### src/hw/rtl/signed_divider_quot_rem_top_defines.svh
// assertion helpers for the divider
`ifndef SIGNED_DIVIDER_QUOT_REM_TOP_DEFINES_SVH
`define SIGNED_DIVIDER_QUOT_REM_TOP_DEFINES_SVH

// same-cycle implication, checked out of reset
`define SDQ_ASSERT_IMPL(label, ante, cons, msg) \
  label: assert property (@(posedge clk_i) disable iff (!rst_ni) (ante) |-> (cons)) \
    else $error(msg);

// next-cycle implication, checked out of reset
`define SDQ_ASSERT_NEXT(label, ante, cons, msg) \
  label: assert property (@(posedge clk_i) disable iff (!rst_ni) (ante) |=> (cons)) \
    else $error(msg);

`endif

### src/hw/rtl/sdq_pkg.sv
package sdq_pkg;

  localparam int unsigned DATA_W        = 64;
  localparam int unsigned NARROW_W      = 32;
  localparam int unsigned DEFAULT_WIDTH = 64;

  typedef enum logic {
    OP_DIV32 = 1'b0,
    OP_DIV64 = 1'b1
  } sdq_op_e;

  // flags that ride alongside each item down the cell chain
  typedef struct packed {
    logic valid;
    logic narrow;
    logic neg_q;
    logic neg_r;
    logic div_zero;
  } sdq_ctrl_t;

endpackage

### src/hw/rtl/sdq_post.sv
module sdq_post import sdq_pkg::*; #(
  parameter int unsigned WIDTH = DEFAULT_WIDTH
) (
  input  logic              clk_i,
  input  logic              rst_ni,
  input  logic              en_i,
  input  sdq_ctrl_t         ctrl_i,
  input  logic [WIDTH-1:0]  rem_i,
  input  logic [WIDTH-1:0]  quo_i,
  output logic              valid_o,
  output logic [DATA_W-1:0] quotient_o,
  output logic [DATA_W-1:0] remainder_o
);

  localparam int unsigned NW = (WIDTH < NARROW_W) ? WIDTH : NARROW_W;
  localparam int unsigned SH = WIDTH - NW;

  logic [WIDTH-1:0]  q_w, r_w, q_n, r_n;
  logic [DATA_W-1:0] quotient_d, remainder_d;
  logic              valid_q;
  logic [DATA_W-1:0] quotient_q, remainder_q;

  always_comb begin
    q_w = ctrl_i.neg_q ? WIDTH'(-quo_i) : quo_i;
    r_w = ctrl_i.neg_r ? WIDTH'(-rem_i) : rem_i;
    // wrap to the narrow width, then sign-extend
    q_n = ctrl_i.narrow ? WIDTH'($signed(q_w << SH) >>> SH) : q_w;
    r_n = ctrl_i.narrow ? WIDTH'($signed(r_w << SH) >>> SH) : r_w;
    quotient_d  = ctrl_i.div_zero ? '0 : DATA_W'($signed(q_n));
    remainder_d = ctrl_i.div_zero ? '0 : DATA_W'($signed(r_n));
  end

  always_ff @(posedge clk_i or negedge rst_ni) begin
    if (!rst_ni) begin
      valid_q <= 1'b0;
    end else if (en_i) begin
      valid_q <= ctrl_i.valid;
    end
  end

  always_ff @(posedge clk_i) begin
    if (en_i) begin
      quotient_q  <= quotient_d;
      remainder_q <= remainder_d;
    end
  end

  assign valid_o     = valid_q;
  assign quotient_o  = quotient_q;
  assign remainder_o = remainder_q;

endmodule

### config.mk
export PLATFORM = sky130hd
export DESIGN_NAME = sdq_post
export DESIGN_NICKNAME = d
export VERILOG_FILES = /design/src/hw/rtl/signed_divider_quot_rem_top_defines.svh /design/src/hw/rtl/sdq_pkg.sv /design/src/hw/rtl/sdq_post.sv
export SDC_FILE = /design/constraint.sdc
export NUM_CORES = 1
export LEC_CHECK = 0
export BUFFER_PORTS_ARGS = -buffer_cell sky130_fd_sc_hd__buf_2
export CAP_MARGIN = 20
export CORE_ASPECT_RATIO = 0.7
export CORE_MARGIN = 2
export CORE_UTILIZATION = 55
export DETAILED_ROUTE_END_ITERATION = 10
export PLACE_DENSITY_LB_ADDON = 0.3
export SYNTH_ARGS = -nofsm -noshare
export SYNTH_HDL_FRONTEND = slang
export SYNTH_SLANG_ARGS = --single-unit
### constraint.sdc
create_clock -name clk_i -period 1.1 [get_ports clk_i]
set_input_delay 0.11 -clock clk_i [delete_from_list [all_inputs] [get_ports clk_i]]
set_output_delay 0.11 -clock clk_i [all_outputs]
set_load 0.005 [all_outputs]
==> results.ini, run 1 <==
[outcome]
status = did not finish
stop_stage = clock tree synthesis (4_1_cts)
tool.error = [ERROR DPL-0038] Utilization greater than 100%, impossible to legalize

[synth]
synthAdderAreaFrac_pct = 0.329
synth_top_family_by_area = simple AND/OR/NAND/NOR gates
synthesis.nets = 854
synth_cell_type_count = 53
synth_area_per_cell_sq_um = 10.6
yosysWarnings = 0
synth-compound-area-share_pct = 15.2
synth_simple_gate_area_share_pct = 17.2
synthCells = 716
synth_seq_cells = 129
async_flop_share_pct = 0.775
ys_seq_area_share_pct = 50.9
synth_ff_type = edfxtp_1
synth-edff-count = 128
synth_mux_area_share_pct = 0.411
syn-cell-area_sq_um = 7610
synthXorXnorAreaFrac_pct = 13.4

[clock_network]
postCtsSetupBuffers = 48
clockRootBuffer = clkbuf_16
htree_levels = 4
cts_buffers = 17
cts_buffer_depth = 2
cts_sinks = 129
cts_hold_buf = 2
post_cts_resized = 253

[floorplanning]
initial_core_util_pct = 57.1
io_pins = 265
placementRows = 35
die_h_um = 102
dieWidth_um = 145

[placement]
dpl.hpwl_mm = 21.1
io_buffers = 264
place_ws_ps = -1530
place_congestion = 0.948

-- synthesized netlist by cell type, types with 3 or more instances --
cell type	n	area, sq um
edfxtp_1	128	3840
xor2_1	105	920
o21ai_0	80	400
nor2_1	72	270
o31ai_1	36	270
clkbuf_1	31	116
nand2_1	29	109
or4_1	29	218
or3_1	28	175
o41ai_1	25	219
a21oi_1	13	65.1
nor4_1	13	81.3
nor3_1	12	60.1
or2_2	12	75.1
xnor2_1	11	96.3
nand3_1	10	50.1
inv_1	9	33.8
nand2b_1	8	50.1
o21a_1	8	60.1
buf_1	7	26.3
nand4_1	6	37.5
and3_1	4	25.0
o211ai_1	3	22.5
-- metrics by stage --
| stage | hold WS [ps] | area (sq um) | setup TNS [ps] | cells |
|---|---|---|---|---|
| 2_1_floorplan | -186 | 8390 | -99360 | 716 |
| 3_3_place_gp | -109 | 11600 | -130170 | 1353 |
| 3_5_place_dp | -102 | 11600 | -135380 | 1353 |
-- cell families after synthesis --
kind of cell / Yosys count
flops: 129
simple gates: 239
mux: 3
fa+ha+maj: 2
xor+xnor: 116
compound gates: 177
buf+inv: 50
==> inputs of run 2 (changes only) <==
CORE_ASPECT_RATIO = not set   (was 0.7)
CORE_UTILIZATION = 40   (was 55)
PLACE_DENSITY_LB_ADDON = 0.15   (was 0.3)
==> run 2 against run 1 <==
The flow now finishes, with violations (setup timing). Synthesized cell count unchanged. Area after synthesis unchanged.
==> results.ini, run 2 <==
[synth]
yosysWarnings = 0  ; unchanged
synth_top_cell_area_share_pct = 50.5  ; unchanged
synthTopCellsByArea = edfxtp_1, xor2_1, o21ai_0, nor2_1, o31ai_1
ys_seq_area_share_pct = 50.9  ; unchanged
synthCells = 716  ; unchanged
synthesis.nets = 854  ; unchanged
async_flop_share_pct = 0.775  ; unchanged
synth_area_per_cell_sq_um = 10.6  ; unchanged
yosysMostFrequentCell = edfxtp_1
syn-cell-area_sq_um = 7610  ; unchanged
synth_cell_type_count = 53  ; unchanged
synth_seq_cells = 129  ; unchanged
synth_commonest_cells = edfxtp_1, xor2_1, o21ai_0
synth-edff-count = 128  ; unchanged
synth_area_leader_cell = edfxtp_1
synth_ff_type = edfxtp_1

[routing]
ant_nets = 0
first_pass_iters = 5
wl_per_cell_um = 18.4
first_iter_violations = 470
drc = 0
vias_per_cell = 5.35
drt_wl_total_mm = 27.7
vias = 8039

[placement]
place_congestion = 0.942  ; -0.71%
dpl.hpwl_mm = 18.3  ; -13%
io_buffers = 264  ; unchanged

[clock_network]
clk-insertion-delay-late_ps = 420
clk_pin_slew_ps = 60
cts_buffer_depth = 2  ; unchanged
cts_buffers = 17  ; unchanged
htree_levels = 4  ; unchanged
cts_sinks = 129  ; unchanged
clockRootBuffer = clkbuf_16
cts_tree = built

[setup_path]
cp-start-kind = primary input
cp.required_ps = 1270
cp_slowest_cell = or4_4
critPathArrivalTime_ps = 2240
critPathMaxFanout = 4
path_cells = buf_6, or4_4, or4_4, or3b_4, o41ai_2, xor2_1, o21ai_1
critPathTopFamily = simple AND/OR/NAND/NOR gates
slowest_delay_ps = 600
crit_buf_inv = 1
path_class = primary input to flip-flop
end_kind = flip-flop
crit_path_frequent_cell = or4_4

[final_layout]
drive_gt1_share_pct = 63.8
finalNetCount = 1393
utilization_pct = 76.6
final_common_cell = buf_2
most-common-layout-cells = buf_2, buf_4, edfxtp_1
area_growth_syn_to_layout_pct = 88.3

[global_routing]
grt_pass1_vias = 8004
grt_max_degree = 43
grt.total_usage_pct = 26.3
gr-total-overflow = 0
grt_pass1_wl_mm = 41.3
antenna_found_initial = 1

[floorplanning]
core_sq_um = 18700
io_pins = 265  ; unchanged
placementRows = 50  ; +43%
initial_core_util_pct = 40.7  ; -16 points
die-area_sq_um = 20100
dieWidth_um = 142  ; -1.8%
die_h_um = 142  ; +39%

[sta]
hold_viol = 0
holdWs_ps = 15.3
post-route-period-util_pct = 188
worst_pin_slew_ps = 604
setup_viol = 117
slew_violations = 0
rsz0062_at_grt = true
clock.fmax_mhz = 483
slew_headroom_pct = 59.7
clock_skew_ps = 0
fin_crit_ps = 2070
setup_ws_ps = -969

[power]
leakagePower_nw = 6.13
power.density_nw_per_um2 = 1080
ir_drop_v = 0.00112

[hold_path]
hp-class = primary input to flip-flop

[outcome]
failed_checks = setup timing
status = complete, but fails checks

[flow_run]
maxCapViolations = 0

[run 2: cell counts after synthesis]
No cell type changed its count.
[run 2: metal layers]
layer	global-route usage [%]	routed length (um)	vias up
met2	44.7	13900	327
met3	5.40	1650	75
met5	0	0	-
met4	10.5	1040	0
met1	32.9	11100	3832
li1	-	-	3805
[run 2: layout make-up]
class                   count  area [sq um]
well taps                 234           293
repair buffers            560          4160
flip-flops and latches    129          3870
clock buffers              17           425
diodes                      1          2.50
clock inverters            15           193
fillers                  1164          4380
inverters                   9          73.8
multi-input cells         538          5310
[run 2: logic make-up (layout without fill, tap and decap cells)]
group	Yosys count	in the layout	share of synthesized area, %
DFF	129	129	50.9
xor gates and xnor gates	116	116	13.4
and+or+nand+nor	239	240	17.2
buffers and inverters	50	601	2.68
AOI/OAI and AO/OA	177	177	15.2
other	0	1	0
muxes	3	3	0.411
adders and majority gates	2	2	0.329
[run 2: power breakdown]
part	internal (W)	switching (W)
Clock	0.00377	0.00227
Sequential	0.00596	0.000133
Combinational	0.00170	0.00171
[run 2: worst paths after layout]
check                          start               to  slack, ps  depth (start not counted)
max                        quo_i[39]   quotient_o[55]       -970                          7
min                        rem_i[25]  remainder_o[25]         20                          3
max reg2reg                  valid_o          valid_o        350                          1
min reg2reg                  valid_o          valid_o        530                          1
max in group asynchronous     rst_ni          valid_o        480                          3
min in group asynchronous     rst_ni          valid_o        520                          3
[run 2: metrics by stage]
| stage | setup slack [ps] | area (sq um) | TNS [ps] | total power (W) | instances |
|---|---|---|---|---|---|
| global route | -998 | 14300 | -84540 | 0.0161 | 1503 |
| floorplan | -1340 | 8390 | -99360 | 0.00727 | 716 |
| global placement | -1460 | 11700 | -129820 | 0.00899 | 1408 |
| detailed placement | -1480 | 11700 | -131690 | 0.00903 | 1408 |
| finish | -969 | 14300 | -78080 | 0.0155 | 1503 |
| CTS | -955 | 13800 | -73960 | 0.0154 | 1483 |
[run 2: timing repair]
action	4_1_cts	5_1_grt
pin swaps	116	106
hold buffers	3	0
resized for setup	213	88
buffers inserted	37	33
endpoints found under the setup margin	120	126
cloned	5	1
hold endpoints to repair	2	0
(Power assumes the default switching activity.)
