File: config.mk
export PLATFORM = sky130hd
export DESIGN_NAME = sdq_prep
export DESIGN_NICKNAME = d
export VERILOG_FILES = /design/src/hw/rtl/signed_divider_quot_rem_top_defines.svh /design/src/hw/rtl/sdq_pkg.sv /design/src/hw/rtl/sdq_prep.sv
export SDC_FILE = /design/constraint.sdc
export NUM_CORES = 1
export LEC_CHECK = 0
export BUFFER_PORTS_ARGS = -buffer_cell sky130_fd_sc_hd__buf_4
export CAP_MARGIN = 20
export CORE_MARGIN = 2
export CORE_UTILIZATION = 50
export DETAILED_ROUTE_END_ITERATION = 16
export PLACE_DENSITY = 0.82
export SYNTH_ARGS = -nofsm -noshare
export SYNTH_HDL_FRONTEND = slang
export SYNTH_SLANG_ARGS = --single-unit
File: constraint.sdc
create_clock -name clk_i -period 1 [get_ports clk_i]
set_input_delay 0.2 -clock clk_i [delete_from_list [all_inputs] [get_ports clk_i]]
set_output_delay 0.2 -clock clk_i [all_outputs]
set_load 0.005 [all_outputs]
File: src/hw/rtl/signed_divider_quot_rem_top_defines.svh
// assertion helpers for the divider
`ifndef SIGNED_DIVIDER_QUOT_REM_TOP_DEFINES_SVH
`define SIGNED_DIVIDER_QUOT_REM_TOP_DEFINES_SVH

// same-cycle implication, checked out of reset
`define SDQ_ASSERT_IMPL(label, ante, cons, msg) \
  label: assert property (@(posedge clk_i) disable iff (!rst_ni) (ante) |-> (cons)) \
    else $error(msg);

// next-cycle implication, checked out of reset
`define SDQ_ASSERT_NEXT(label, ante, cons, msg) \
  label: assert property (@(posedge clk_i) disable iff (!rst_ni) (ante) |=> (cons)) \
    else $error(msg);

`endif

File: src/hw/rtl/sdq_pkg.sv
package sdq_pkg;

  localparam int unsigned DATA_W        = 64;
  localparam int unsigned NARROW_W      = 32;
  localparam int unsigned DEFAULT_WIDTH = 64;

  typedef enum logic {
    OP_DIV32 = 1'b0,
    OP_DIV64 = 1'b1
  } sdq_op_e;

  // flags that ride alongside each item down the cell chain
  typedef struct packed {
    logic valid;
    logic narrow;
    logic neg_q;
    logic neg_r;
    logic div_zero;
  } sdq_ctrl_t;

endpackage

File: src/hw/rtl/sdq_prep.sv
module sdq_prep import sdq_pkg::*; #(
  parameter int unsigned WIDTH = DEFAULT_WIDTH
) (
  input  logic                clk_i,
  input  logic                rst_ni,
  input  logic                en_i,
  input  logic                valid_i,
  input  logic                opcode_i,
  input  logic [DATA_W-1:0]   dividend_i,
  input  logic [DATA_W-1:0]   divisor_i,
  output sdq_ctrl_t           ctrl_o,
  output logic [WIDTH-1:0]    rem_o,
  output logic [WIDTH-1:0]    quo_o,
  output logic [WIDTH-1:0]    dsr_o
);

  localparam int unsigned NW = (WIDTH < NARROW_W) ? WIDTH : NARROW_W;
  localparam int unsigned SH = WIDTH - NW;

  logic             narrow;
  logic [WIDTH-1:0] a_w, b_w, a_s, b_s, mag_a, mag_b;
  sdq_ctrl_t        ctrl_d, ctrl_q;
  logic [WIDTH-1:0] mag_a_q, mag_b_q;

  assign narrow = (opcode_i == OP_DIV32);
  assign a_w    = dividend_i[WIDTH-1:0];
  assign b_w    = divisor_i[WIDTH-1:0];

  always_comb begin
    // narrow mode: sign-extend from the low NW bits
    a_s   = narrow ? WIDTH'($signed(a_w << SH) >>> SH) : a_w;
    b_s   = narrow ? WIDTH'($signed(b_w << SH) >>> SH) : b_w;
    mag_a = a_s[WIDTH-1] ? WIDTH'(-a_s) : a_s;
    mag_b = b_s[WIDTH-1] ? WIDTH'(-b_s) : b_s;

    ctrl_d.valid    = valid_i;
    ctrl_d.narrow   = narrow;
    ctrl_d.neg_q    = a_s[WIDTH-1] ^ b_s[WIDTH-1];
    ctrl_d.neg_r    = a_s[WIDTH-1];
    ctrl_d.div_zero = (b_s == '0);
  end

  always_ff @(posedge clk_i or negedge rst_ni) begin
    if (!rst_ni) begin
      ctrl_q <= '0;
    end else if (en_i) begin
      ctrl_q <= ctrl_d;
    end
  end

  always_ff @(posedge clk_i) begin
    if (en_i) begin
      mag_a_q <= mag_a;
      mag_b_q <= mag_b;
    end
  end

  assign ctrl_o = ctrl_q;
  assign rem_o  = '0;
  assign quo_o  = mag_a_q;
  assign dsr_o  = mag_b_q;

endmodule

==> tab_implementation.tex, run 1 <==
\begin{tabular}{lr}
\hline
Metric & Value \\
\hline
\multicolumn{2}{l}{\textbf{Floorplanning}} \\
Initial Utilization & 50.89\% \\
Die height & 133.5 µm \\
Std-Cell Rows & 47 \\
Die width & 133.5 µm \\
Top-Level Pins & 330 \\
\multicolumn{2}{l}{\textbf{Place}} \\
Pre-CTS setup slack & -1.675 ns \\
Detailed-placement wirelength estimate & 23270 µm \\
Final estimated routing congestion in global placement & 0.9216 \\
Number of I/O port buffers & 265 \\
\multicolumn{2}{l}{\textbf{Status}} \\
Tool Error & [ERROR DPL-0038] Utilization greater than 100\%, impossible to legalize \\
Status & did not finish \\
Failing step & global routing \\
\multicolumn{2}{l}{\textbf{Timing}} \\
Type of pin the worst path ends at & register input \\
GR repair worst EP & dsr\_o[54]\$\_DFFE\_PP\_/D \\
\multicolumn{2}{l}{\textbf{Logic synthesis}} \\
Fraction of synthesized cell area taken by the top area cell type & 45.87\% \\
Post-synthesis area per instance & 10.27 µm² \\
Flip-flop and latch count after synthesis & 133 \\
Ys Warns & 0 \\
Most instantiated flip-flop cell in the synthesis netlist & sky130\_fd\_sc\_hd\_\_edfxtp\_1 \\
Number of instances in the synthesized netlist & 816 \\
Cell Area, Synth & 0.008379 mm² \\
Cell types occupying the most area after synthesis & sky130\_fd\_sc\_hd\_\_edfxtp\_1 46\%, sky130\_fd\_sc\_hd\_\_xnor2\_1 7.9\%, sky130\_fd\_sc\_hd\_\_buf\_4 5.7\%, sky130\_fd\_sc\_hd\_\_and2\_1 3.1\%, sky130\_fd\_sc\_hd\_\_xor2\_1 3.1\% \\
Sequential element share of the synthesized area & 47.36\% \\
Largest area contributor in the netlist & sky130\_fd\_sc\_hd\_\_edfxtp\_1 \\
Proportion of synthesized flip-flops having asynchronous set or reset & 3.759\% \\
Cell variety after synth & 58 \\
Number of synthesized flops with an enable pin & 128 \\
\multicolumn{2}{l}{\textbf{CTS}} \\
Clock root cell & sky130\_fd\_sc\_hd\_\_clkbuf\_16 \\
Number of buffers created by CTS & 17 \\
Number of H-tree branching levels & 4 \\
Sinks on the clock net & 133 \\
CTS Buffer Depth & 2 \\
\multicolumn{2}{l}{\textbf{Global routing}} \\
Largest net degree at the start of global routing & 29 \\
\hline
\end{tabular}
cell usage after synthesis, drive strengths merged, types with 2 or more instances:
library cell,instances
edfxtp,128
xnor2,76
buf,66
nor2,53
nand2,49
and2,43
o21ai,43
a21oi,36
xor2,30
clkbuf,29
nor4,27
o31ai,25
nand2b,24
nor3,24
or4,21
inv,15
mux2i,15
nand3,14
o41ai,14
nand4,13
or3,9
a31oi,6
nor4b,6
or2,6
or4b,6
and3,5
dfrtp,5
nand3b,3
a211oi,2
a21o,2
a41oi,2
ha,2
nor2b,2
nor3b,2
per-stage QoR:
| step | cells | cell area (µm²) |
|---|---|---|
| after floorplan | 879 | 9435 |
| after global placement | 1541 | 13080 |
| after detailed placement | 1541 | 13080 |
| after CTS | 1620 | 15470 |
what timing repair did:
item | CTS
pin swaps | 106
endpoints found under the setup margin | 262
setup buffers | 41
resized for setup | 280
endpoints found under the hold margin | 6
hold buffers | 2
cloned | 6
cell families after synthesis:
family / after synthesis / share of synthesized area, %
buffers and inverters: 110 / 7.824
AND/OR/NAND/NOR: 309 / 20.59
other: 1 / 0.04475
flip-flops: 133 / 47.36
multiplexers: 16 / 1.926
AO/OA/AOI/OAI: 139 / 10.87
XOR/XNOR: 106 / 11.08
adder cells (fa/ha/maj): 2 / 0.2986
==> run 2: changes to the inputs <==
--- a/config.mk
+++ b/config.mk
@@ -8,9 +8,9 @@
 export BUFFER_PORTS_ARGS = -buffer_cell sky130_fd_sc_hd__buf_4
 export CAP_MARGIN = 20
 export CORE_MARGIN = 2
-export CORE_UTILIZATION = 50
+export CORE_UTILIZATION = 40
 export DETAILED_ROUTE_END_ITERATION = 16
-export PLACE_DENSITY = 0.82
+export PLACE_DENSITY_LB_ADDON = 0.15
 export SYNTH_ARGS = -nofsm -noshare
 export SYNTH_HDL_FRONTEND = slang
 export SYNTH_SLANG_ARGS = --single-unit
==> run 2 against run 1 <==
Effect of this change: the flow now finishes, with violations (setup timing); synthesized cell count unchanged; area after synthesis is the same.
==> tab_implementation.tex, run 2 <==
\begin{tabular}{lr}
\hline
Metric & Value \\
\hline
\multicolumn{2}{l}{\textbf{Status}} \\
Status & complete, but fails checks \\
Failing checks & setup timing \\
\multicolumn{2}{l}{\textbf{Logic synthesis}} \\
Post-synthesis area per instance & 10.27 µm² \\
Top-count cell post-synth & sky130\_fd\_sc\_hd\_\_edfxtp\_1 \\
Number of synthesized flops with an enable pin & 128 \\
Cell Area, Synth & 0.008379 mm² \\
Most instantiated flip-flop cell in the synthesis netlist & sky130\_fd\_sc\_hd\_\_edfxtp\_1 \\
Cell types occupying the most area after synthesis & sky130\_fd\_sc\_hd\_\_edfxtp\_1 46\%, sky130\_fd\_sc\_hd\_\_xnor2\_1 7.9\%, sky130\_fd\_sc\_hd\_\_buf\_4 5.7\%, sky130\_fd\_sc\_hd\_\_and2\_1 3.1\%, sky130\_fd\_sc\_hd\_\_xor2\_1 3.1\% \\
Ys Warns & 0 \\
Fraction of synthesized cell area taken by the top area cell type & 45.87\% \\
Proportion of synthesized flip-flops having asynchronous set or reset & 3.759\% \\
Cell variety after synth & 58 \\
Flip-flop and latch count after synthesis & 133 \\
List of most frequent post-synthesis cells & 128 x sky130\_fd\_sc\_hd\_\_edfxtp\_1, 76 x sky130\_fd\_sc\_hd\_\_xnor2\_1, 64 x sky130\_fd\_sc\_hd\_\_buf\_4 \\
Number of instances in the synthesized netlist & 816 \\
Largest area contributor in the netlist & sky130\_fd\_sc\_hd\_\_edfxtp\_1 \\
Sequential element share of the synthesized area & 47.36\% \\
\multicolumn{2}{l}{\textbf{Timing}} \\
Max-slew violation count & 0 \\
Final Cycle Share & 213.0\% \\
Final worst slack & -1.130 ns \\
Final-layout setup total negative slack & -110.74 ns \\
Maximum clock rate & 469.4 MHz \\
Worst hold slack after final layout & 0.02040 ns \\
RSZ-0062 raised after global routing & true \\
Worst clock skew & 0 ns \\
Number of setup violations in the final report & 262 \\
Clock period minus worst slack & 2.130 ns \\
Number of hold-slack violations in the final timing report & 0 \\
\multicolumn{2}{l}{\textbf{Worst hold path}} \\
Cell count of the worst hold path & 2 \\
Startpoint of the worst hold path & valid\_i \\
Worst hold endpoint & ctrl\_o[4] \\
Class of the most critical hold timing path & primary input to flop \\
\multicolumn{2}{l}{\textbf{CTS}} \\
Later-pin clock latency in the skew report & 0.42 ns \\
CTS Buffer Depth & 2 \\
Post-CTS clock slew at the launch and capture registers of the worst setup and hold paths & 0.06 ns \\
CTS tree & built \\
Number of buffers created by CTS & 17 \\
Sinks on the clock net & 133 \\
Clock root cell & sky130\_fd\_sc\_hd\_\_clkbuf\_16 \\
Number of H-tree branching levels & 4 \\
\multicolumn{2}{l}{\textbf{Place}} \\
Pre-CTS setup slack & -1.622 ns \\
Final estimated routing congestion in global placement & 0.9236 \\
Cell area reported after detailed placement & 0.01320 mm² \\
Number of I/O port buffers & 265 \\
Detailed-placement wirelength estimate & 21760 µm \\
\multicolumn{2}{l}{\textbf{Floorplanning}} \\
Die footprint & 0.02212 mm² \\
Die height & 148.7 µm \\
Std-Cell Rows & 52 \\
Top-Level Pins & 330 \\
Die width & 148.7 µm \\
Initial Utilization & 41.15\% \\
Core Region & 0.02036 mm² \\
\multicolumn{2}{l}{\textbf{Global routing}} \\
Via count of the first global-routing pass & 8833 \\
Initial antenna violation count & 0 \\
Global Route Usage Sum & 27.82\% \\
Overflow after GRT & 0 \\
First-pass GRT wire length & 47550 µm \\
Largest net degree at the start of global routing & 58 \\
\multicolumn{2}{l}{\textbf{Setup path}} \\
Startpoint types & primary input \\
Top delay family on crit path & simple AND/OR/NAND/NOR gates \\
Buffers and inverters on the worst path & 1 \\
Worst Reg-to-Reg Cells & 3 \\
R2R Path Start & ctrl\_o[1] \\
Worst Path Max Fanout & 5 \\
Delay of the slowest cell on the worst path & 0.54 ns \\
Critical path required time & 1.18 ns \\
Setup slack of the worst register-to-register path & 0.19 ns \\
Slowest cell on the critical path & sky130\_fd\_sc\_hd\_\_or4\_4 \\
Worst path most repeated cell & sky130\_fd\_sc\_hd\_\_or4\_4 \\
Worst setup path category & primary input to flop \\
Reg2reg end & ctrl\_o[1] \\
Cell-by-cell trace of the critical path & buf\_6 -> or4\_4 -> or4\_4 -> a2111o\_1 -> o21ai\_2 -> xnor2\_1 -> and2\_1 \\
Critical Path Sink Type & flop \\
CP Data Arrival Time & 2.31 ns \\
\multicolumn{2}{l}{\textbf{Route}} \\
Routed via count & 8825 \\
Count of antenna-violating nets left after detailed routing & 0 \\
Remaining DRCs & 0 \\
Length of the first detailed-routing pass in iterations & 6 \\
Mean routed wirelength per cell & 19.31 µm \\
Post-Route WL & 32590 µm \\
Routed via count divided by cell count & 5.228 \\
DRC violation total after the first TritonRoute iteration & 590 \\
\multicolumn{2}{l}{\textbf{Job}} \\
Number of violations of the max-capacitance limit & 0 \\
\multicolumn{2}{l}{\textbf{Layout}} \\
Most used cells in the layout excluding fill and tap cells & 430 x sky130\_fd\_sc\_hd\_\_buf\_4, 144 x sky130\_fd\_sc\_hd\_\_buf\_6, 128 x sky130\_fd\_sc\_hd\_\_edfxtp\_1 \\
Layout cells sized above 1 & 58.25\% \\
Diodes inserted & 0 \\
Most common library cell in the layout ignoring fill and taps & sky130\_fd\_sc\_hd\_\_buf\_4 \\
Area Growth Syn to Fin & 90.00\% \\
Final layout net count & 1540 \\
Cell area after layout & 0.01592 mm² \\
\multicolumn{2}{l}{\textbf{Pwr}} \\
Static Leakage & 6.722 nW \\
Power Total & 18.84 mW \\
PwrDens & 1183 mW/mm² \\
Worst vdd rail ir drop & 1121 µV \\
\hline
\end{tabular}
## run 2: report_power, final
| part | internal [mW] | switching, mW | leakage (nW) |
|---|---|---|---|
| registers | 6.84 | 0.240 | 1.30 |
| logic | 2.85 | 2.19 | 5.12 |
| clock network | 4.18 | 2.54 | 0.298 |
| total | 13.9 | 4.97 | 6.72 |
## run 2: stage by stage
step	utilization, %	cells
detailed placement	64.82	1595
global placement	64.82	1595
floorplan	-	879
CTS	75.34	1667
global route	78.18	1688
finish	78.18	1688
## run 2: timing repair
action,CTS,global route
pin swaps,66,43
buffers inserted,33,28
endpoints found under the hold margin,5,0
setup endpoints to repair,262,262
gates resized for setup,220,102
cloned,7,0
hold buffers,1,0
## run 2: layout make-up
| class | count | area, µm² |
|---|---|---|
| Sequential cell | 133 | 3969 |
| Tap cell | 270 | 337.8 |
| Fill cell | 1268 | 4444 |
| Timing Repair Buffer | 602 | 5430 |
| Inverter | 15 | 56.30 |
| Clock inverter | 12 | 181.4 |
| Multi-Input combinational cell | 636 | 5509 |
| Clock buffer | 20 | 436.7 |
## run 2: cell families after synthesis
logic type      after synthesis  share of synthesized area (%)
compound gates              139                          10.87
xor+xnor                    106                          11.08
fa+ha+maj                     2                         0.2986
flops                       133                          47.36
buf+inv                     110                          7.824
simple gates                309                          20.59
mux                          16                          1.926
other cells                   1                        0.04475
## run 2: how the worst max path moves through the flow
stage | from | end | slack (ns) | depth (start not counted)
after floorplan | divisor_i[23] | dsr_o[62] | -1.42 | 7
after global placement | divisor_i[23] | dsr_o[46] | -1.63 | 7
after detailed placement | divisor_i[23] | dsr_o[46] | -1.62 | 7
after CTS | divisor_i[5] | dsr_o[62] | -1.05 | 7
after global routing | divisor_i[23] | dsr_o[60] | -1.16 | 8
final | divisor_i[5] | dsr_o[62] | -1.13 | 7
## run 2: layer usage
| layer | share of wire, % | vias to the layer above | track usage (%) |
|---|---|---|---|
| li1 | - | 4067 | - |
| met5 | 0 | - | 0 |
| met1 | 38 | 4278 | 34.05 |
| met2 | 52 | 414 | 48.98 |
| met3 | 7.5 | 66 | 5.168 |
| met4 | 3.0 | 0 | 10.33 |
Power figures use the tool's default switching activity.
