==> src/hw/rtl/signed_divider_quot_rem_top_defines.svh <==
// assertion helpers for the divider
`ifndef SIGNED_DIVIDER_QUOT_REM_TOP_DEFINES_SVH
`define SIGNED_DIVIDER_QUOT_REM_TOP_DEFINES_SVH

// same-cycle implication, checked out of reset
`define SDQ_ASSERT_IMPL(label, ante, cons, msg) \
  label: assert property (@(posedge clk_i) disable iff (!rst_ni) (ante) |-> (cons)) \
    else $error(msg);

// next-cycle implication, checked out of reset
`define SDQ_ASSERT_NEXT(label, ante, cons, msg) \
  label: assert property (@(posedge clk_i) disable iff (!rst_ni) (ante) |=> (cons)) \
    else $error(msg);

`endif

==> src/hw/rtl/sdq_pkg.sv <==
package sdq_pkg;

  localparam int unsigned DATA_W        = 64;
  localparam int unsigned NARROW_W      = 32;
  localparam int unsigned DEFAULT_WIDTH = 64;

  typedef enum logic {
    OP_DIV32 = 1'b0,
    OP_DIV64 = 1'b1
  } sdq_op_e;

  // flags that ride alongside each item down the cell chain
  typedef struct packed {
    logic valid;
    logic narrow;
    logic neg_q;
    logic neg_r;
    logic div_zero;
  } sdq_ctrl_t;

endpackage

==> src/hw/rtl/sdq_cell.sv <==
module sdq_cell import sdq_pkg::*; #(
  parameter int unsigned WIDTH = DEFAULT_WIDTH
) (
  input  logic             clk_i,
  input  logic             rst_ni,
  input  logic             en_i,
  input  sdq_ctrl_t        ctrl_i,
  input  logic [WIDTH-1:0] rem_i,
  input  logic [WIDTH-1:0] quo_i,
  input  logic [WIDTH-1:0] dsr_i,
  output sdq_ctrl_t        ctrl_o,
  output logic [WIDTH-1:0] rem_o,
  output logic [WIDTH-1:0] quo_o,
  output logic [WIDTH-1:0] dsr_o
);

  logic [WIDTH-1:0] rem_sh;
  logic [WIDTH:0]   diff;
  logic             fits;
  sdq_ctrl_t        ctrl_q;
  logic [WIDTH-1:0] rem_q, quo_q, dsr_q;

  // one restoring step: bring down the next dividend bit, try the subtract
  assign rem_sh = {rem_i[WIDTH-2:0], quo_i[WIDTH-1]};
  assign diff   = {1'b0, rem_sh} - {1'b0, dsr_i};
  assign fits   = ~diff[WIDTH];

  always_ff @(posedge clk_i or negedge rst_ni) begin
    if (!rst_ni) begin
      ctrl_q <= '0;
    end else if (en_i) begin
      ctrl_q <= ctrl_i;
    end
  end

  always_ff @(posedge clk_i) begin
    if (en_i) begin
      rem_q <= fits ? diff[WIDTH-1:0] : rem_sh;
      quo_q <= {quo_i[WIDTH-2:0], fits};
      dsr_q <= dsr_i;
    end
  end

  assign ctrl_o = ctrl_q;
  assign rem_o  = rem_q;
  assign quo_o  = quo_q;
  assign dsr_o  = dsr_q;

endmodule

==> config.mk <==
export PLATFORM = sky130hd
export DESIGN_NAME = sdq_cell
export DESIGN_NICKNAME = d
export VERILOG_FILES = /design/src/hw/rtl/signed_divider_quot_rem_top_defines.svh /design/src/hw/rtl/sdq_pkg.sv /design/src/hw/rtl/sdq_cell.sv
export SDC_FILE = /design/constraint.sdc
export NUM_CORES = 1
export LEC_CHECK = 0
export BUFFER_PORTS_ARGS = -buffer_cell sky130_fd_sc_hd__buf_2
export CORE_MARGIN = 1.5
export CORE_UTILIZATION = 30
export CTS_CLUSTER_SIZE = 10
export DETAILED_ROUTE_END_ITERATION = 7
export PLACE_DENSITY = 0.6
export SETUP_SLACK_MARGIN = 0.5
export SLEW_MARGIN = 20
export SYNTH_ARGS = -nofsm -noshare
export SYNTH_HDL_FRONTEND = slang
export SYNTH_SLANG_ARGS = --single-unit
==> constraint.sdc <==
create_clock -name clk_i -period 1.4 [get_ports clk_i]
set_clock_uncertainty 0.05 [all_clocks]
set_input_delay 0 -clock clk_i [delete_from_list [all_inputs] [get_ports clk_i]]
set_output_delay 0 -clock clk_i [all_outputs]
set_load 0.005 [all_outputs]
# Word level (Yosys, flattened, before mapping)
# Cells that the tools add are included.
classes:
  addsub: 1
  mux: 1
  bitwise_logic: 1
ops:
  columns: ["operator", "count"]
  rows:
  - ["subtractor 64 x 64 -> 65 bit", 1]
  - ["two-way mux 64 bit", 1]
  - ["NOT 1 bit", 1]
word_totals:
  register_bits: 197
  inputBits: 200
  out_inout_bits: 197
  elab_cells: 11

# Depth between registers and ports, before layout
# Gate-level depths: netlist of run 1.
logic_depth:
  depth_word: 2
  ltp_mapped: 14
  mapped_depth_nobuf: 13

# Worst setup path before layout of run 1
# Ideal clock, no wire load.
synth_timing:
  path_kind: "input -> register"
  startpoint: "input quo_i[63]"
  endpoint: "register rem_q[58], in the netlist rem_o[58] (data pin)"
  setup_time_ps: 259
  t_arrival_ps: 2450
  t_required_ps: 1091
  path_slack_ps: -1360
  cell_stages: 13
  path_cell_list: "inv_1 ha_1 fa_1 nand2b_1 a21oi_1 o21ai_2 a2111oi_0 nor3_1 a21oi_2 a211oi_2 o31a_1 mux2i_1 o41ai_2"
synth_via:
  elab_chain_cells: 2
synth_rtl:
  columns: ["item", "line_no", "rtl"]
  rows:
  - ["from (decl)", "sdq_cell.sv:9", "input logic [WIDTH-1:0] quo_i,"]
  - ["subtractor 64 x 64 -> 65 bit", "sdq_cell.sv:25", "assign diff = {1'b0, rem_sh} - {1'b0, dsr_i};"]
  - ["two-way mux 64 bit", "sdq_cell.sv:38", "rem_q <= fits ? diff[WIDTH-1:0] : rem_sh;"]
  - ["to (signal assigned)", "sdq_cell.sv:38", null]
  - ["to (decl)", "sdq_cell.sv:21", "logic [WIDTH-1:0] rem_q, quo_q, dsr_q;"]
# Every way passes these cells.
# A chain may end at the register's enable or synchronous reset.

# Worst setup path in the final report of run 1
# Ends and elaborated chain as after synthesis.

==> qor.txt, run 1 <==
Peak VDD IR -> 890.4 uV
Antenna violations before repair -> 5
Slew Limit Fails -> 0
Worst skew pair latency -> 0.46 ns
Final hold violations -> 31
Critical Path Fanout Max -> 3
Vias -> 11280
Clk sinks -> 197
H-tree depth -> 4
Post-Syn Nets -> 1266
R2r setup slk -> 0.47 ns
Chip height -> 192.6 microns
# Max-Cap Violations -> 0
Main synth FF type -> edfxtp_1
Clock Tree Root -> clkbuf_16
Routed vias/inst -> 4.711
Starting DRC count in detailed routing -> 510
Synth unique cells -> 59
Worst path bufs/invs -> 4
Max stage delay on crit path -> 0.33 ns
Antenna Nets Post-Route -> 0
# hold bufs at CTS -> 196
Slew Limit Headroom -> 63.45%
Clock slew at reported path FFs -> 0.07 ns
Met3 Usage GRT -> 4.619%
Slowest-stage cell, CP -> fa_2
Leakage -> 9.145 nW
Largest net degree at the start of global routing -> 47
Flops & latches, synth -> 197
Met1 Use GR -> 25.38%
Worst Hold Depth -> 1
Syn Inst Count -> 1001
Final worst-path cycle share -> 179.8%
Nets -> 2183
Worst setup EP type -> flop
Crit path launch type -> input port
Rows -> 69
First-pass GRT wire length -> 59.78 mm
RSZ-0062 raised after global routing -> yes
Outcome -> complete, but fails checks
Syn_area_per_cell -> 10.77 sq um
Achievable Freq -> 397.4 MHz
Post-synth top area share -> 53.48%
Top delay family on crit path -> compound AO/OA/AOI/OAI gates
Overall Power -> 0.01908 W
PwrDens -> 944.4 mW/mm^2
Stages on worst setup path -> 16
Hold WS -> -0.3220 ns
Wire per inst -> 16.90 microns
Most frequent cells in the layout -> 379 x buf_2, 290 x buf_4, 196 x dlygate4sd3_1
Hold WC Path Type -> input port to flop
Minimum clock period -> 2.517 ns
Gr busiest metal -> met2
Critical Path Start -> quo_i[63]
Reg-to-Reg End -> ctrl_o[2]
DP HPWL -> 28.55 mm
Vias in the first global route -> 11340
CTS Buf Count -> 17
Final wirelength -> 40.45 mm
Initial Utilization -> 30.38%
CTS tree -> built
WP data required -> 1.56 ns
P&R area growth vs syn -> 87.42%
Die extent in x -> 192.6 microns
Sequential area share after synthesis -> 54.64%
Clock buffer depth -> 2
Endpoints failing setup -> 65
RR Startpoint -> ctrl_o[2]
Slew @ Worst Pin -> 0.5432 ns
Hold Path End -> dsr_o[0]
Synth warn -> 0
Top area cells in the synthesized netlist -> edfxtp_1 53%, ha_1 7.4%, o21ai_0 4.5%
Fraction of registers with async set or reset after synthesis -> 2.538%
Final WS setup -> -1.117 ns
Die area -> 0.03708 sq mm
Critical path type -> input port to flop
Post-synthesis cell area -> 0.01078 sq mm
1st-pass router iterations -> 5
Share of cells above drive strength 1 -> 50.75%
Failing checks -> hold timing, setup timing
I/O pin count -> 397
Final Util -> 56.94%
Final GP Congestion -> 0.9007
Commonest non-fill, non-tap cell in the layout -> buf_2
Placeable Area -> 0.03548 sq mm
Total global routing overflow -> 0
Worst R2R Path Depth -> 2
Number of synthesized flops with an enable pin -> 192
Leading area contributor after synthesis -> edfxtp_1
Crit path cell chain -> buf_8 > inv_4 > ha_4 > fa_2 > nand2b_4 > a21oi_4 > o21ai_4 > buf_4 > a2111oi_4 > nor3_1 > buf_4 > a21oi_4 > a211oi_4 > o31a_1 > mux2i_1 > o41ai_2
# port buffers -> 395
CP arrival -> 2.68 ns
Remaining DRCs -> 0
Worst Hold Launch -> dsr_i[0]
Tot GR Track Use -> 21.09%
M2 GR Usage -> 37.27%
==> cells in the mapped netlist, types with 3 or more instances <==
library cell / number
a211o_1: 3
a211oi_1: 6
a21boi_0: 4
a21o_1: 30
a21oi_1: 90
a31o_2: 4
a31oi_1: 10
and2_1: 5
and3_1: 7
buf_2: 14
clkbuf_1: 18
dfrtp_1: 5
edfxtp_1: 192
ha_1: 64
inv_1: 87
mux2_2: 8
nand2_1: 120
nand2b_1: 8
nand3_1: 12
nand4_1: 18
nor2_1: 43
nor2b_1: 5
nor3_1: 12
nor4_1: 6
o211ai_1: 6
o21a_1: 5
o21ai_0: 96
o21ai_1: 7
o21bai_1: 19
o31a_1: 3
or3_1: 5
xnor2_1: 30
xor2_1: 26
==> cell type report <==
cell class	instances	area [sq um]
sequential	197	5891
multi-input combinational	684	5624
clock inverter	15	145.1
fill	2944	15280
inverter	87	349.1
timing repair buffer	931	7188
antenna	2	5.005
clock buffer	17	425.4
tap	461	576.8
==> per-layer routing <==
layer,wire length [microns],part of all wire [%]
met1,17000,42
met5,13,0.032
met3,2270,5.6
met4,891,2.2
met2,20270,50
==> report_power, final <==
part           internal [W]  switching (W)  leakage, nW
combinational       0.00363        0.00312         6.92
clock               0.00250        0.00248        0.286
sequential          0.00719       0.000168         1.94
==> state kept, by name (all words and copies together), names as in the netlist <==
signal / cells
rem_o: 64
ctrl_o: 5
quo_o: 64
dsr_o: 64
==> per-stage QoR <==
stage / cells / cell area [sq um] / setup slack, ns / setup TNS (ns)
after floorplan: 1001 / 10970 / -1.131 / -68.67
final: 2394 / 20200 / -1.117 / -62.14
after CTS: 2378 / 19600 / -0.9846 / -57.87
after detailed placement: 2108 / 15550 / -1.781 / -101.33
after global routing: 2393 / 20200 / -1.170 / -69.21
after global placement: 2108 / 15550 / -1.715 / -96.80
==> worst max path at each step <==
stage                end  slack (ns)
3_3_place_gp   rem_o[59]       -1.72
5_1_grt        rem_o[48]       -1.17
6_report       rem_o[58]       -1.12
2_1_floorplan  rem_o[58]       -1.13
4_1_cts        rem_o[58]       -0.98
3_5_place_dp   rem_o[59]       -1.78
==> cell families (layout without fill, tap and decap cells) <==
family,Yosys count,in the layout,synth area share (%)
AOI/OAI and AO/OA,304,304,17.26
xor gates and xnor gates,56,56,4.550
adders and majority gates,65,65,7.614
buffers and inverters,120,1050,4.410
DFF,197,197,54.64
muxes,9,9,0.9285
other,0,2,0
and+or+nand+nor,250,250,10.60
==> repair_timing <==
item,4_1_cts,5_1_grt
setup endpoints to repair,262,263
resized for setup,273,95
hold endpoints to repair,228,31
gates cloned,12,3
pin swaps,79,47
setup buffers,30,11
(Power assumes the default switching activity.)
==> run 2, diff against run 1 <==
- PLACE_DENSITY: 0.6 -> unset
- PLACE_DENSITY_LB_ADDON: unset -> 0.12
- SETUP_SLACK_MARGIN: 0.5 -> 0.15
==> qor.txt, run 2 (synthesized netlist as in run 1, its figures left out) <==
# port buffers -> 395
Die area -> 0.03708 sq mm
Final worst-path cycle share -> 168.3%
Wire per inst -> 16.38 microns
Slew @ Worst Pin -> 0.6464 ns
Rows -> 69
First-pass GRT wire length -> 57.45 mm
Clock slew at reported path FFs -> 0.08 ns
CTS tree -> built
Critical Path Fanout Max -> 5
Achievable Freq -> 424.4 MHz
CP arrival -> 2.52 ns
Slew Limit Headroom -> 56.35%
Most frequent cells in the layout -> 389 x buf_2, 295 x buf_4, 200 x dlygate4sd3_1
Final instance area -> 0.01971 sq mm
Placed cells -> 2117
Starting DRC count in detailed routing -> 356
Total global routing overflow -> 0
Outcome -> complete, but fails checks
Routed vias/inst -> 4.612
# Max-Cap Violations -> 0
Final Non-Filler Cells -> 2392
Vias in the first global route -> 11120
Reg area -> 0.005891 sq mm
Commonest non-fill, non-tap cell in the layout -> buf_2
Share of cells above drive strength 1 -> 48.13%
Die extent in x -> 192.6 microns
Remaining DRCs -> 0
Filler cell count -> 3199
Final hold violations -> 0
Worst skew pair latency -> 0.45 ns
Nets -> 2176
Vias -> 11030
Final GP Congestion -> 0.8526
H-tree depth -> 4
Peak VDD IR -> 917.7 uV
Failing checks -> setup timing
Final wirelength -> 39.19 mm
Critical path type -> input port to flop
DP HPWL -> 28.46 mm
P&R area growth vs syn -> 82.82%
Initial Utilization -> 30.38%
Worst setup EP type -> flop
Tot GR Track Use -> 20.22%
DP Area -> 0.01567 sq mm
Clock buffer depth -> 2
Antenna Nets Post-Route -> 0
Largest net degree at the start of global routing -> 52
I/O pin count -> 397
Minimum clock period -> 2.356 ns
Final WS setup -> -0.9564 ns
Placeable Area -> 0.03548 sq mm
Clk sinks -> 197
Hold WC Path Type -> input port to flop
Antenna violations before repair -> 7
Endpoints failing setup -> 65
WP data required -> 1.56 ns
Area of the multi-input gates -> 0.005298 sq mm
Chip height -> 192.6 microns
Slew Limit Fails -> 0
Clock Tree Root -> clkbuf_16
Crit path launch type -> input port
Leakage -> 8.935 nW
CTS Buf Count -> 17
1st-pass router iterations -> 5
RSZ-0062 raised after global routing -> yes
PwrDens -> 975.2 mW/mm^2
## run 2: changes by cell type in the layout (fill, tap and decap cells not counted), sizes merged, moves of 3 or more
cell and delta:
buf -16, clkinv -4, clkbuf +5, diode +5, dlygate4sd3 +4, bufinv +3
## run 2: worst paths after layout
check	startpoint	to	cells after the start	slack [ns]
setup / recovery	rem_i[16]	rem_o[58]	14	-0.96
hold / removal	rem_i[46]	rem_o[47]	4	0.05
setup reg to reg	ctrl_o[2]	ctrl_o[2]	1	0.60
hold reg to reg	ctrl_o[4]	ctrl_o[4]	1	0.46
max in group asynchronous	rst_ni	ctrl_o[1]	3	0.68
min in group asynchronous	rst_ni	ctrl_o[4]	3	0.42
## run 2: critical path: stages
cell and delay, ns:
buf_2 0.12, ha_4 0.24, buf_4 0.15, nand2_1 0.08
o211ai_1 0.12, a211oi_2 0.28, buf_4 0.16, nor3_2 0.05
nor3_4 0.34, a21oi_4 0.13, a211oi_4 0.30, o31a_1 0.25
mux2i_1 0.23, o41ai_2 0.07
## run 2: cell type report
| class | count | share of cell area, % |
|---|---|---|
| diodes | 7 | 0.08888 |
| well taps | 461 | 2.927 |
| repair buffers | 924 | 35.09 |
| inverters | 87 | 1.759 |
| flip-flops and latches | 197 | 29.89 |
| clock buffers | 17 | 2.158 |
| clock inverters | 15 | 1.206 |
| multi-input cells | 684 | 26.88 |
## run 2: what timing repair did
item,in CTS,in global routing
pin swaps,30,62
endpoints found under the setup margin,65,65
hold buffers,200,0
buffers inserted,19,7
resized for setup,119,135
gates cloned,2,8
endpoints found under the hold margin,214,0
## run 2: per-stage QoR
step / setup slack, ns / setup TNS (ns) / total power (W) / utilization [%] / hold WS [ns]
after CTS: -0.9551 / -56.22 / 0.01887 / 53.55 / 0.03086
after detailed placement: -1.829 / -106.89 / 0.01227 / 44.16 / -0.2257
after global placement: -1.845 / -102.47 / 0.01224 / 44.16 / -0.2275
after floorplan: -1.131 / -68.67 / 0.009558 / - / -0.3456
after global routing: -1.050 / -63.81 / 0.02023 / 55.53 / 0.05364
final: -0.9564 / -56.39 / 0.01922 / 55.55 / 0.04722
## run 2: power by group
part           total [W]  switching (W)  internal, W
clock            0.00563        0.00254      0.00309
combinational    0.00624        0.00290      0.00333
sequential       0.00735       0.000164      0.00719
## run 2: per-layer routing
| metal | part of all wire, % | vias up | track usage, % |
|---|---|---|---|
| met5 | 0 | - | 0 |
| met3 | 5.4 | 49 | 3.673 |
| met2 | 49 | 305 | 35.18 |
| met1 | 42 | 5176 | 24.43 |
| met4 | 3.1 | 0 | 8.527 |
| li1 | - | 5501 | - |
==> run 3, diff against run 2 <==
- PLACE_DENSITY: unset -> 0.51
- PLACE_DENSITY_LB_ADDON: 0.12 -> unset
==> qor.txt, run 3 (synthesized netlist as in run 1, its figures left out) <==
Vias in the first global route -> 11050
Endpoints failing setup -> 65
Worst skew pair latency -> 0.45 ns
Worst Hold Launch -> dsr_i[0]
Remaining DRCs -> 0
Hold WC Path Type -> input port to flop
Hold WS -> -0.3137 ns
Antenna Nets Post-Route -> 0
Outcome -> complete, but fails checks
CTS tree -> built
Clk sinks -> 197
Placeable Area -> 0.03548 sq mm
Chip height -> 192.6 microns
RSZ-0062 raised after global routing -> yes
Antenna violations before repair -> 4
Final hold violations -> 2
Nets -> 2195
P_sw -> 0.005683 W
Final Util -> 56.25%
Starting DRC count in detailed routing -> 487
Sequential Power Share -> 38.1%
Clock Tree Root -> clkbuf_16
Clock buffer depth -> 2
Minimum clock period -> 2.406 ns
1st-pass router iterations -> 5
Failing checks -> hold timing, setup timing
Final GP Congestion -> 0.8576
Final worst-path cycle share -> 171.9%
Clk pwr share -> 28.3%
Clock slew at reported path FFs -> 0.08 ns
Slew @ Worst Pin -> 0.7518 ns
Crit path launch type -> input port
Overall Power -> 0.01928 W
H-tree depth -> 4
Achievable Freq -> 415.6 MHz
Share of cells above drive strength 1 -> 49.87%
CTS Buf Count -> 17
PwrDens -> 966.1 mW/mm^2
Commonest non-fill, non-tap cell in the layout -> buf_2
DP HPWL -> 28.52 mm
Leakage -> 9.019 nW
Final wirelength -> 39.83 mm
Internal -> 0.01360 W
CP arrival -> 2.68 ns
Die extent in x -> 192.6 microns
Peak VDD IR -> 878.8 uV
Total global routing overflow -> 0
# hold bufs at CTS -> 197
RR Startpoint -> ctrl_o[4]
Critical path type -> input port to flop
# Max-Cap Violations -> 0
Slew Limit Headroom -> 49.23%
Tot GR Track Use -> 20.40%
First-pass GRT wire length -> 57.83 mm
I/O pin count -> 397
Final WS setup -> -1.006 ns
Critical Path Start -> dsr_i[5]
Most frequent cells in the layout -> 388 x buf_2, 301 x buf_4, 197 x dlygate4sd3_1
Switch share -> 29.47%
Initial Utilization -> 30.38%
Gate power share -> 33.5%
Critical Path Fanout Max -> 8
WP data required -> 1.67 ns
Vias -> 11090
P&R area growth vs syn -> 85.14%
Largest net degree at the start of global routing -> 42
Worst setup EP type -> flop
Routed vias/inst -> 4.608
# port buffers -> 395
Wire per inst -> 16.55 microns
Slew Limit Fails -> 0
Rows -> 69
Die area -> 0.03708 sq mm
## run 3: routing by layer
metal	up-vias	global-route usage [%]	part of all wire, %	routed length, microns
met5	-	0	0	0
met4	0	6.679	2.4	939
met3	41	4.037	5.7	2254
met2	314	34.88	49	19380
met1	5201	25.71	43	17260
li1	5535	-	-	-
## run 3: path summary, 6_finish.rpt
path,to,slack [ns],depth (start not counted)
max,rem_o[59],-1.01,17
max reg2reg,ctrl_o[4],0.60,1
max in group asynchronous,ctrl_o[4],0.65,3
min in group asynchronous,ctrl_o[1],0.46,3
min,dsr_o[0],-0.31,1
min reg2reg,ctrl_o[1],0.46,1
## run 3: power by group through the flow
stage	clock network, W	logic (W)	registers (W)
final	0.00546	0.00647	0.00735
after global placement	0	0.00474	0.00747
after detailed placement	0	0.00477	0.00749
after floorplan	0	0.00200	0.00756
after CTS	0.00562	0.00589	0.00736
after global routing	0.00579	0.00705	0.00741
## run 3: final cells by class
cell class | instances | area, sq um
Fill cell | 3134 | 15520
Timing Repair Buffer | 943 | 7158
Sequential cell | 197 | 5891
Multi-Input combinational cell | 684 | 5338
Tap cell | 461 | 576.8
Clock buffer | 18 | 429.2
Inverter | 87 | 349.1
Clock inverter | 14 | 210.2
Antenna cell | 3 | 7.507
## run 3: stage by stage
step / instances / setup slack (ns) / cell area, sq um / TNS [ns]
4_1_cts: 2380 / -0.9662 / 19130 / -56.95
3_3_place_gp: 2120 / -1.749 / 15670 / -100.84
6_report: 2407 / -1.006 / 19960 / -59.39
5_1_grt: 2407 / -1.091 / 19960 / -63.97
3_5_place_dp: 2120 / -1.799 / 15670 / -103.22
2_1_floorplan: 1001 / -1.131 / 10970 / -68.67
## run 3: repair_timing
action,4_1_cts,5_1_grt
pin swaps,42,66
endpoints found under the setup margin,65,65
gates resized for setup,171,126
setup buffers,25,17
gates cloned,6,7
endpoints found under the hold margin,222,2
## run 3: critical path: stages
cell and delay [ns]:
buf_12 0.11, inv_12 0.04, ha_4 0.18, a21o_1 0.16, a211o_1 0.32, o21ai_4 0.24
o211ai_1 0.13, buf_4 0.16, a221oi_4 0.33, o21ai_4 0.09, a21oi_4 0.18, buf_6 0.12
buf_6 0.10, buf_12 0.13, nor2_2 0.04, mux2_4 0.26, nor2_1 0.08
